$ cat src/stream_prime_sieve_top_defines.svh
// Assertion macros for the sieve RTL.
`ifndef STREAM_PRIME_SIEVE_TOP_DEFINES_SVH
`define STREAM_PRIME_SIEVE_TOP_DEFINES_SVH

// Same-cycle implication, checked outside reset.
`define SPS_ASSERT_NOW(lbl, clk, rst, ante, cons, msg) \
  lbl: assert property (@(posedge clk) disable iff (rst) (ante) |-> (cons)) else $error(msg);

// Next-cycle implication, checked outside reset.
`define SPS_ASSERT_NEXT(lbl, clk, rst, ante, cons, msg) \
  lbl: assert property (@(posedge clk) disable iff (rst) (ante) |=> (cons)) else $error(msg);

`endif

$ cat src/sps_pkg.sv
package sps_pkg;

  // Command into the shared remainder unit.
  typedef struct packed {
    logic start;
  } rem_ctl_t;

  // Status back from the remainder unit; zero is meaningful with done.
  typedef struct packed {
    logic done;
    logic zero;
  } rem_stat_t;

endpackage

$ cat src/sps_rem.sv
// Restoring remainder, one quotient bit per cycle.
// A zero divisor leaves the dividend as remainder, so zero only divides zero.
module sps_rem #(
  parameter int W = 16
) (
  input  logic              clk,
  input  logic              rst,
  input  sps_pkg::rem_ctl_t ctl,
  input  logic [W-1:0]      dividend,
  input  logic [W-1:0]      divisor,
  output sps_pkg::rem_stat_t stat
);
  import sps_pkg::*;

  localparam int CW = $clog2(W + 1);

  logic [W-1:0]  rem;
  logic [W-1:0]  quo;
  logic [W-1:0]  dvs;
  logic [CW-1:0] cnt;
  logic          busy;
  logic          done;
  logic [W:0]    part;
  logic [W:0]    diff;
  logic          fits;

  assign part = {rem, quo[W-1]};
  assign diff = part - {1'b0, dvs};
  assign fits = (part >= {1'b0, dvs});

  always_ff @(posedge clk) begin
    if (rst) begin
      busy <= 1'b0;
      done <= 1'b0;
      cnt  <= '0;
    end else begin
      done <= 1'b0;
      if (ctl.start) begin
        rem  <= '0;
        quo  <= dividend;
        dvs  <= divisor;
        cnt  <= CW'(W);
        busy <= 1'b1;
      end else if (busy) begin
        rem <= fits ? diff[W-1:0] : part[W-1:0];
        quo <= {quo[W-2:0], 1'b0};
        cnt <= cnt - 1'b1;
        if (cnt == CW'(1)) begin
          busy <= 1'b0;
          done <= 1'b1;
        end
      end
    end
  end

  assign stat.done = done;
  assign stat.zero = (rem == '0);

endmodule

$ cat src/sps_store.sv
// Prime store: one write port, one read port with registered data.
module sps_store #(
  parameter int DEPTH = 64,
  parameter int W     = 16,
  parameter int AW    = 6
) (
  input  logic          clk,
  input  logic          wr_en,
  input  logic [AW-1:0] wr_addr,
  input  logic [W-1:0]  wr_data,
  input  logic          rd_en,
  input  logic [AW-1:0] rd_addr,
  output logic [W-1:0]  rd_data
);

  logic [W-1:0] mem [DEPTH];

  always_ff @(posedge clk) begin
    if (wr_en) begin
      mem[wr_addr] <= wr_data;
    end
    if (rd_en) begin
      rd_data <= mem[rd_addr];
    end
  end

endmodule

$ cat src/stream_prime_sieve_top.sv
// Channel   | Signals                         | Direction
// ----------+---------------------------------+----------
// candidate | cand_valid, cand_stall, number, | in
//           | last                            |
// result    | res_valid, res_stall, prime,    | out
//           | overflow                        |
//
// Each candidate is tried against the kept primes in turn until a divisor is
// found or the list ends. Per kept prime the sieve does one store read and
// one launch of the bit-serial remainder unit, then waits for its done.
// Synchronous active-high reset clears the count, so the store reads empty.
// A result stall only blocks the next prime's transfer at the end of its test.
`include "stream_prime_sieve_top_defines.svh"

module stream_prime_sieve_top #(
  parameter int MAX_PRIMES   = 64,
  parameter int NUMBER_WIDTH = 16
) (
  input  logic                    clk,
  input  logic                    rst,
  input  logic                    cand_valid,
  output logic                    cand_stall,
  input  logic [NUMBER_WIDTH-1:0] number,
  input  logic                    last,
  output logic                    res_valid,
  input  logic                    res_stall,
  output logic [NUMBER_WIDTH-1:0] prime,
  output logic                    overflow
);
  import sps_pkg::*;

  // Count must reach MAX_PRIMES itself; store address covers the depth.
  localparam int CNT_W = $clog2(MAX_PRIMES + 1);
  localparam int IDX_W = (MAX_PRIMES > 1) ? $clog2(MAX_PRIMES) : 1;
  localparam logic [CNT_W-1:0] MAX_CNT = CNT_W'(MAX_PRIMES);

  typedef enum logic [2:0] {
    IDLE,    // waiting for a candidate
    FETCH,   // read kept prime at idx
    LOAD,    // launch remainder against read data
    DIVIDE,  // wait on remainder unit
    FINISH   // emit / store, apply last
  } state_t;

  state_t state;

  logic [CNT_W-1:0]        count;
  logic [CNT_W-1:0]        idx;
  logic [CNT_W-1:0]        idx_next;
  logic [NUMBER_WIDTH-1:0] num;
  logic                    num_last;
  logic                    is_prime;

  logic                    rd_en;
  logic [NUMBER_WIDTH-1:0] rd_data;
  logic                    wr_en;
  logic                    out_free;
  logic                    fin_go;

  rem_ctl_t                div_ctl;
  rem_stat_t               div_stat;

  assign idx_next   = idx + 1'b1;
  assign cand_stall = (state != IDLE);
  assign rd_en      = (state == FETCH);
  assign out_free   = !res_valid || !res_stall;

  // Leave FINISH once a prime has a free output slot; rejects leave at once.
  assign fin_go = (state == FINISH) && (!is_prime || out_free);
  assign wr_en  = fin_go && is_prime && (count < MAX_CNT);

  assign div_ctl.start = (state == LOAD);

  sps_store #(
    .DEPTH (MAX_PRIMES),
    .W     (NUMBER_WIDTH),
    .AW    (IDX_W)
  ) u_store (
    .clk     (clk),
    .wr_en   (wr_en),
    .wr_addr (count[IDX_W-1:0]),
    .wr_data (num),
    .rd_en   (rd_en),
    .rd_addr (idx[IDX_W-1:0]),
    .rd_data (rd_data)
  );

  sps_rem #(
    .W (NUMBER_WIDTH)
  ) u_rem (
    .clk      (clk),
    .rst      (rst),
    .ctl      (div_ctl),
    .dividend (num),
    .divisor  (rd_data),
    .stat     (div_stat)
  );

  always_ff @(posedge clk) begin
    if (rst) begin
      state     <= IDLE;
      count     <= '0;
      idx       <= '0;
      is_prime  <= 1'b0;
      res_valid <= 1'b0;
    end else begin
      // new prime loads the output register; a result transfer frees it
      if (fin_go && is_prime) begin
        res_valid <= 1'b1;
      end else if (!res_stall) begin
        res_valid <= 1'b0;
      end

      unique case (state)
        IDLE: begin
          if (cand_valid) begin
            num      <= number;
            num_last <= last;
            idx      <= '0;
            is_prime <= 1'b1;
            // empty store: first number of a run passes untested
            state    <= (count == '0) ? FINISH : FETCH;
          end
        end
        FETCH: begin
          state <= LOAD;
        end
        LOAD: begin
          state <= DIVIDE;
        end
        DIVIDE: begin
          if (div_stat.done) begin
            if (div_stat.zero) begin
              is_prime <= 1'b0;
              state    <= FINISH;
            end else if (idx_next == count) begin
              state <= FINISH;
            end else begin
              idx   <= idx_next;
              state <= FETCH;
            end
          end
        end
        FINISH: begin
          if (fin_go) begin
            if (is_prime) begin
              prime    <= num;
              overflow <= (count == MAX_CNT);
            end
            if (num_last) begin
              count <= '0;
            end else if (wr_en) begin
              count <= count + 1'b1;
            end
            state <= IDLE;
          end
        end
        default: begin
          state <= IDLE;
        end
      endcase
    end
  end

  `SPS_ASSERT_NOW(a_count_bound, clk, rst, 1'b1, count <= MAX_CNT, "prime count above capacity")
  `SPS_ASSERT_NOW(a_done_in_divide, clk, rst, div_stat.done, state == DIVIDE, "remainder done outside divide")
  `SPS_ASSERT_NEXT(a_empty_skips, clk, rst, cand_valid && !cand_stall && count == '0, state == FINISH, "empty store must skip testing")
  `SPS_ASSERT_NOW(a_write_room, clk, rst, wr_en, is_prime && count < MAX_CNT, "store write without room")

endmodule
$ cat config.mk
export PLATFORM = sky130hd
export DESIGN_NAME = stream_prime_sieve_top
export DESIGN_NICKNAME = d
export VERILOG_FILES = /design/src/sps_pkg.sv /design/src/sps_rem.sv /design/src/sps_store.sv /design/src/stream_prime_sieve_top.sv
export VERILOG_INCLUDE_DIRS = /design/src /design/src/src
export SDC_FILE = /design/constraint.sdc
export NUM_CORES = 1
export LEC_CHECK = 0
export ABC_AREA = 0
export BUFFER_PORTS_ARGS = -buffer_cell sky130_fd_sc_hd__buf_2
export CORE_MARGIN = 5
export CORE_UTILIZATION = 45
export DETAILED_ROUTE_END_ITERATION = 8
export RECOVER_POWER = 50
export SKIP_CTS_REPAIR_TIMING = 1
export SLEW_MARGIN = 20
export SYNTH_ARGS = -nofsm -noshare
export SYNTH_HDL_FRONTEND = slang
export SYNTH_HIERARCHICAL = 1
export SYNTH_SLANG_ARGS = --single-unit
$ cat constraint.sdc
create_clock -name clk -period 4.63 [get_ports clk]
set_input_delay 0.463 -clock clk [delete_from_list [all_inputs] [get_ports clk]]
set_output_delay 0.463 -clock clk [all_outputs]
set_load 0.005 [all_outputs]
==> run summary <==
Relative to the synthesized area, the layout overhead comes to 13.3%. The path class of the tightest hold or removal check is in2reg. The largest fanout on the critical path is 48, and the via count is 23200. The portion of total power attributed to the clock network came out at 43.8%.

The pin count of the biggest net entering global routing is 79. The die outline width is 328 um, and the area of the core region is 100000 sq um. The total power per unit cell area was 407 nW/um^2. The arrival time of data at the critical path endpoint was 3.83 ns.

The tools report the clock skew as 0.0256 ns. The start point of the worst hold path was res_stall. The share of the yosys chip area belonging to registers is 75.1%.

The run gives 3933 as the non-filler instance count after layout. The multi-input combinational cells in the finished layout cover a total of 10500 sq um. The total overflow reported by the global router was 0; the net total in the final layout was 2515. For this run, design rule violations remaining after detail routing come to 0. The endpoint type of the worst setup path is a flop. The worst reg-to-reg path cell count came out at 1. In this run the critical register-to-register path is launched from num[2]. Registers take 34200 sq um.

The number of antenna violations at the first check in global routing was 9; the effective utilization at floorplan was 45.4%. Post-CTS clock slew at the launch and capture registers of the worst setup and hold paths: 0.06 ns. The tools report the endpoint of the worst hold path as res_valid. The run finished, with violations left. Of the total power, combinational logic draws 1.5%.

Counting the buffers created by CTS gives 116. The top-level port count is 40, and the proportion of synthesized flip-flops having asynchronous set or reset is 0%. The critical path goes through clkbuf_1. For this run, the number of Yosys warnings is 6. The post-detailed-route count of antenna-violating nets was 0. At the pin with the least slew margin, the transition time is 3.76 ns. Setup violations remaining at the end of the flow were counted as 0. Based on the critical path, the design can be clocked at up to 267 MHz. The run gives 0.000488 V as the maximum resistive drop on vdd. After layout, the minimum clock period comes to 3.75 ns. For the number of iterations in the first detailed-routing pass, the log shows 5. STA classifies the critical path startpoint as a flop.

Among cell families on the critical path, the largest total delay comes from buffers and inverters. The run gives 2290 as the cell count after synthesis. In the synthesized netlist the dominant register cell turns out to be sky130_fd_sc_hd__edfxtp_1. Setup repair after global routing left no endpoint under its margin. For the buffer levels on the longest clock path, the log shows 3. The tools report the count of different cell masters after synthesis as 84. The worst slew slack as a fraction of its limit was -151%. The first routing iteration left 2611 violations. The number of flops mapped to enable cells by yosys came out at 1122. The placer congestion estimate is 0.864, and the net count of the mapped netlist is 2333. The average instance area after synthesis works out to 19.9 sq um. The H-tree was split into 3 levels. For the final routed database, the setup TNS stands at 0 ns. The final reports fail on max-capacitance violations, max-slew violations. The first global-routing pass estimated 162000 um of wire. Max-cap violations in this run came to 16. Of the total power, registers draw 54.7%. After detailed routing, the number of vias per cell comes to 5.89. Internal power comes to 16.8 mW.

Clock latency on the worst-skew pair, taken at its later pin, is 0.70 ns. Counting tap cells, the placed design contains a total of 3693 instances. The run gives 67300 um as the post-detailed-placement half-perimeter wirelength. Path type of the worst setup path: reg2reg. The vertical die dimension is 328 um. The filler cells instantiated in the layout total 7959. The library cell used as clock root buffer is sky130_fd_sc_hd__clkbuf_16. The longest individual stage delay on the worst path was 2.10 ns; the number of failing hold endpoints at the final stage was 0. The number of global-route vias before repair came out at 23200. The number of core rows was 116; the total count of max-transition violations in the final report was 893. For the final wirelength, the log shows 111000 um.

TritonCTS built the clock tree. The endpoint identified for the worst register-to-register timing path is u_store/mem[4][2]. The die covers 108000 sq um.

Port buffering added 39 buffers. The final critical path takes up 81.0% of the cycle. The run gives 4.17 mW as the switching power of the nets. The master of the slowest instance on the critical path was sky130_fd_sc_hd__clkbuf_1. Net switching is 19.8% of the power. The clock sink total is 1148, and the overall track demand over capacity in global routing is 20.6%.

In the final layout, the share of cells above drive strength 1 is 23.3%. The count of buffering cells on the critical path with inverters included came out at 1. The synthesized design contains 1148 register bits. The tools report the static power due to leakage as 15.8 nW.

After detailed routing, the average wire length per cell comes to 28.3 um. The tools report the required time of the critical path as 4.71 ns. Along the worst hold path, the cell count comes to 3.

Across all register-to-register paths, the minimum setup slack is 0.88 ns. The cell area that synthesis handed to floorplanning was 45600 sq um.
==> how the worst max path moves through the flow <==
| stage | slack (ns) | depth (start not counted) | to | startpoint |
|---|---|---|---|---|
| global placement | 1.07 | 5 | u_store/rd_data[9] | idx[1] |
| floorplan | 1.64 | 8 | u_store/mem[49][0] | state[0] |
| finish | 0.88 | 1 | u_store/mem[4][2] | num[2] |
| CTS | 1.04 | 5 | u_store/rd_data[9] | idx[1] |
| global route | 0.65 | 1 | u_store/mem[45][8] | num[8] |
| detailed placement | 1.07 | 5 | u_store/rd_data[9] | idx[1] |
==> cell usage after synthesis (all sizes together) (3+ instances only) <==
cell type / count / area (sq um)
edfxtp: 1122 / 33700
mux4: 224 / 5060
nor2: 106 / 403
buf: 87 / 678
mux2i: 86 / 861
nand2: 70 / 273
nand3: 48 / 250
mux2: 44 / 503
a21oi: 43 / 215
a22oi: 40 / 300
clkbuf: 33 / 131
inv: 32 / 120
nor2b: 32 / 200
dfxtp: 26 / 521
o21ai: 24 / 124
ha: 21 / 263
xnor2: 21 / 191
nor3: 20 / 110
a221oi: 19 / 166
nand4: 15 / 93.8
a211oi: 14 / 105
and3: 13 / 86.3
a31oi: 11 / 68.8
a211o: 9 / 78.8
nor4: 9 / 75.1
o211ai: 9 / 67.6
a311oi: 8 / 70.1
and2: 8 / 50.1
and4: 8 / 70.1
nand2b: 8 / 50.1
a221o: 6 / 60.1
a22o: 6 / 52.6
a41oi: 6 / 60.1
nand3b: 6 / 45.0
o21a: 5 / 37.5
xor2: 5 / 43.8
a21o: 4 / 30.0
nand4b: 4 / 35.0
nor3b: 4 / 30.0
or3: 4 / 25.0
o22ai: 3 / 18.8
==> cells in the final DEF (no fill, tap or decap), drive strengths merged, types with 5 or more instances in the layout <==
| master | netlist | layout |
|---|---|---|
| a211o | 9 | 9 |
| a211oi | 14 | 14 |
| a21oi | 43 | 43 |
| a221o | 6 | 6 |
| a221oi | 19 | 19 |
| a22o | 6 | 6 |
| a22oi | 40 | 40 |
| a311oi | 8 | 8 |
| a31oi | 11 | 11 |
| a41oi | 6 | 6 |
| and2 | 8 | 8 |
| and3 | 13 | 13 |
| and4 | 8 | 8 |
| buf | 87 | 139 |
| bufinv | 0 | 13 |
| clkbuf | 33 | 165 |
| clkinv | 0 | 63 |
| dfxtp | 26 | 26 |
| dlygate4sd3 | 0 | 17 |
| edfxtp | 1122 | 1122 |
| ha | 21 | 21 |
| inv | 32 | 37 |
| mux2 | 44 | 44 |
| mux2i | 86 | 86 |
| mux4 | 224 | 224 |
| nand2 | 70 | 70 |
| nand2b | 8 | 8 |
| nand3 | 48 | 48 |
| nand3b | 6 | 6 |
| nand4 | 15 | 15 |
| nor2 | 106 | 106 |
| nor2b | 32 | 32 |
| nor3 | 20 | 20 |
| nor4 | 9 | 9 |
| o211ai | 9 | 9 |
| o21a | 5 | 5 |
| o21ai | 24 | 24 |
| xnor2 | 21 | 21 |
| xor2 | 5 | 5 |
==> kinds of logic (layout without fill, tap and decap cells) <==
logic type               Yosys count  count (layout)  synth area share (%)
multiplexers                     354             354                  14.1
AND/OR/NAND/NOR                  361             361                  4.05
buffers and inverters            152             436                  2.04
adder cells (fa/ha/maj)           22              22                 0.620
XOR/XNOR                          26              26                 0.516
AO/OA/AOI/OAI                    227             227                  3.62
other                              0               2                     0
flip-flops                      1148            1148                  75.1
==> state kept, by name, summed over array words and instances, names as in the netlist <==
name and cells:
overflow 1, idx 7, u_rem/cnt 5, is_prime 1
u_rem/quo 16, u_rem/busy 1, count 7, res_valid 1
u_store/mem 1024, prime 16, num 16, u_store/rd_data 16
u_rem/done 1, state 3, u_rem/rem 16, num_last 1
u_rem/dvs 16
==> power by group through the flow <==
| stage | Combinational, mW | Sequential (mW) | Clock (mW) |
|---|---|---|---|
| floorplan | 0.0961 | 11.7 | 0 |
| global placement | 0.294 | 11.7 | 0 |
| detailed placement | 0.310 | 11.7 | 0 |
| CTS | 0.311 | 11.5 | 9.39 |
| global route | 0.340 | 11.5 | 9.85 |
| finish | 0.316 | 11.5 | 9.20 |
==> per-layer routing <==
layer	share of wire, %	vias to the layer above	wire length [um]	global-route usage (%)
met5	0.022	-	24	0
met4	2.7	4	3030	6.07
met3	7.5	180	8340	3.59
met2	48	915	52800	32.3
met1	42	12300	46900	30.1
li1	-	9816	-	-
==> per-stage QoR <==
stage / hold slack (ns) / utilization, % / total power [mW] / setup slack (ns) / cell area [sq um]
floorplan: 0.400 / - / 11.8 / 1.64 / 45600
global placement: 0.483 / 47.7 / 12.0 / 1.07 / 47800
detailed placement: 0.496 / 47.7 / 12.0 / 1.07 / 47800
CTS: -0.101 / 51.4 / 21.2 / 1.04 / 51600
global route: 0.106 / 51.5 / 21.7 / 0.648 / 51600
finish: 0.0914 / 51.5 / 21.0 / 0.878 / 51700
==> area by class of cell <==
type                       count  share of cell area (%)
multi-input combinational    990                    20.3
clock buffer                 137                    5.77
tap                         1357                    3.29
timing repair buffer         184                    2.65
inverter                      32                   0.233
clock inverter                83                    1.52
sequential                  1148                    66.3
antenna                        2                 0.00969
(Power assumes the default switching activity.)
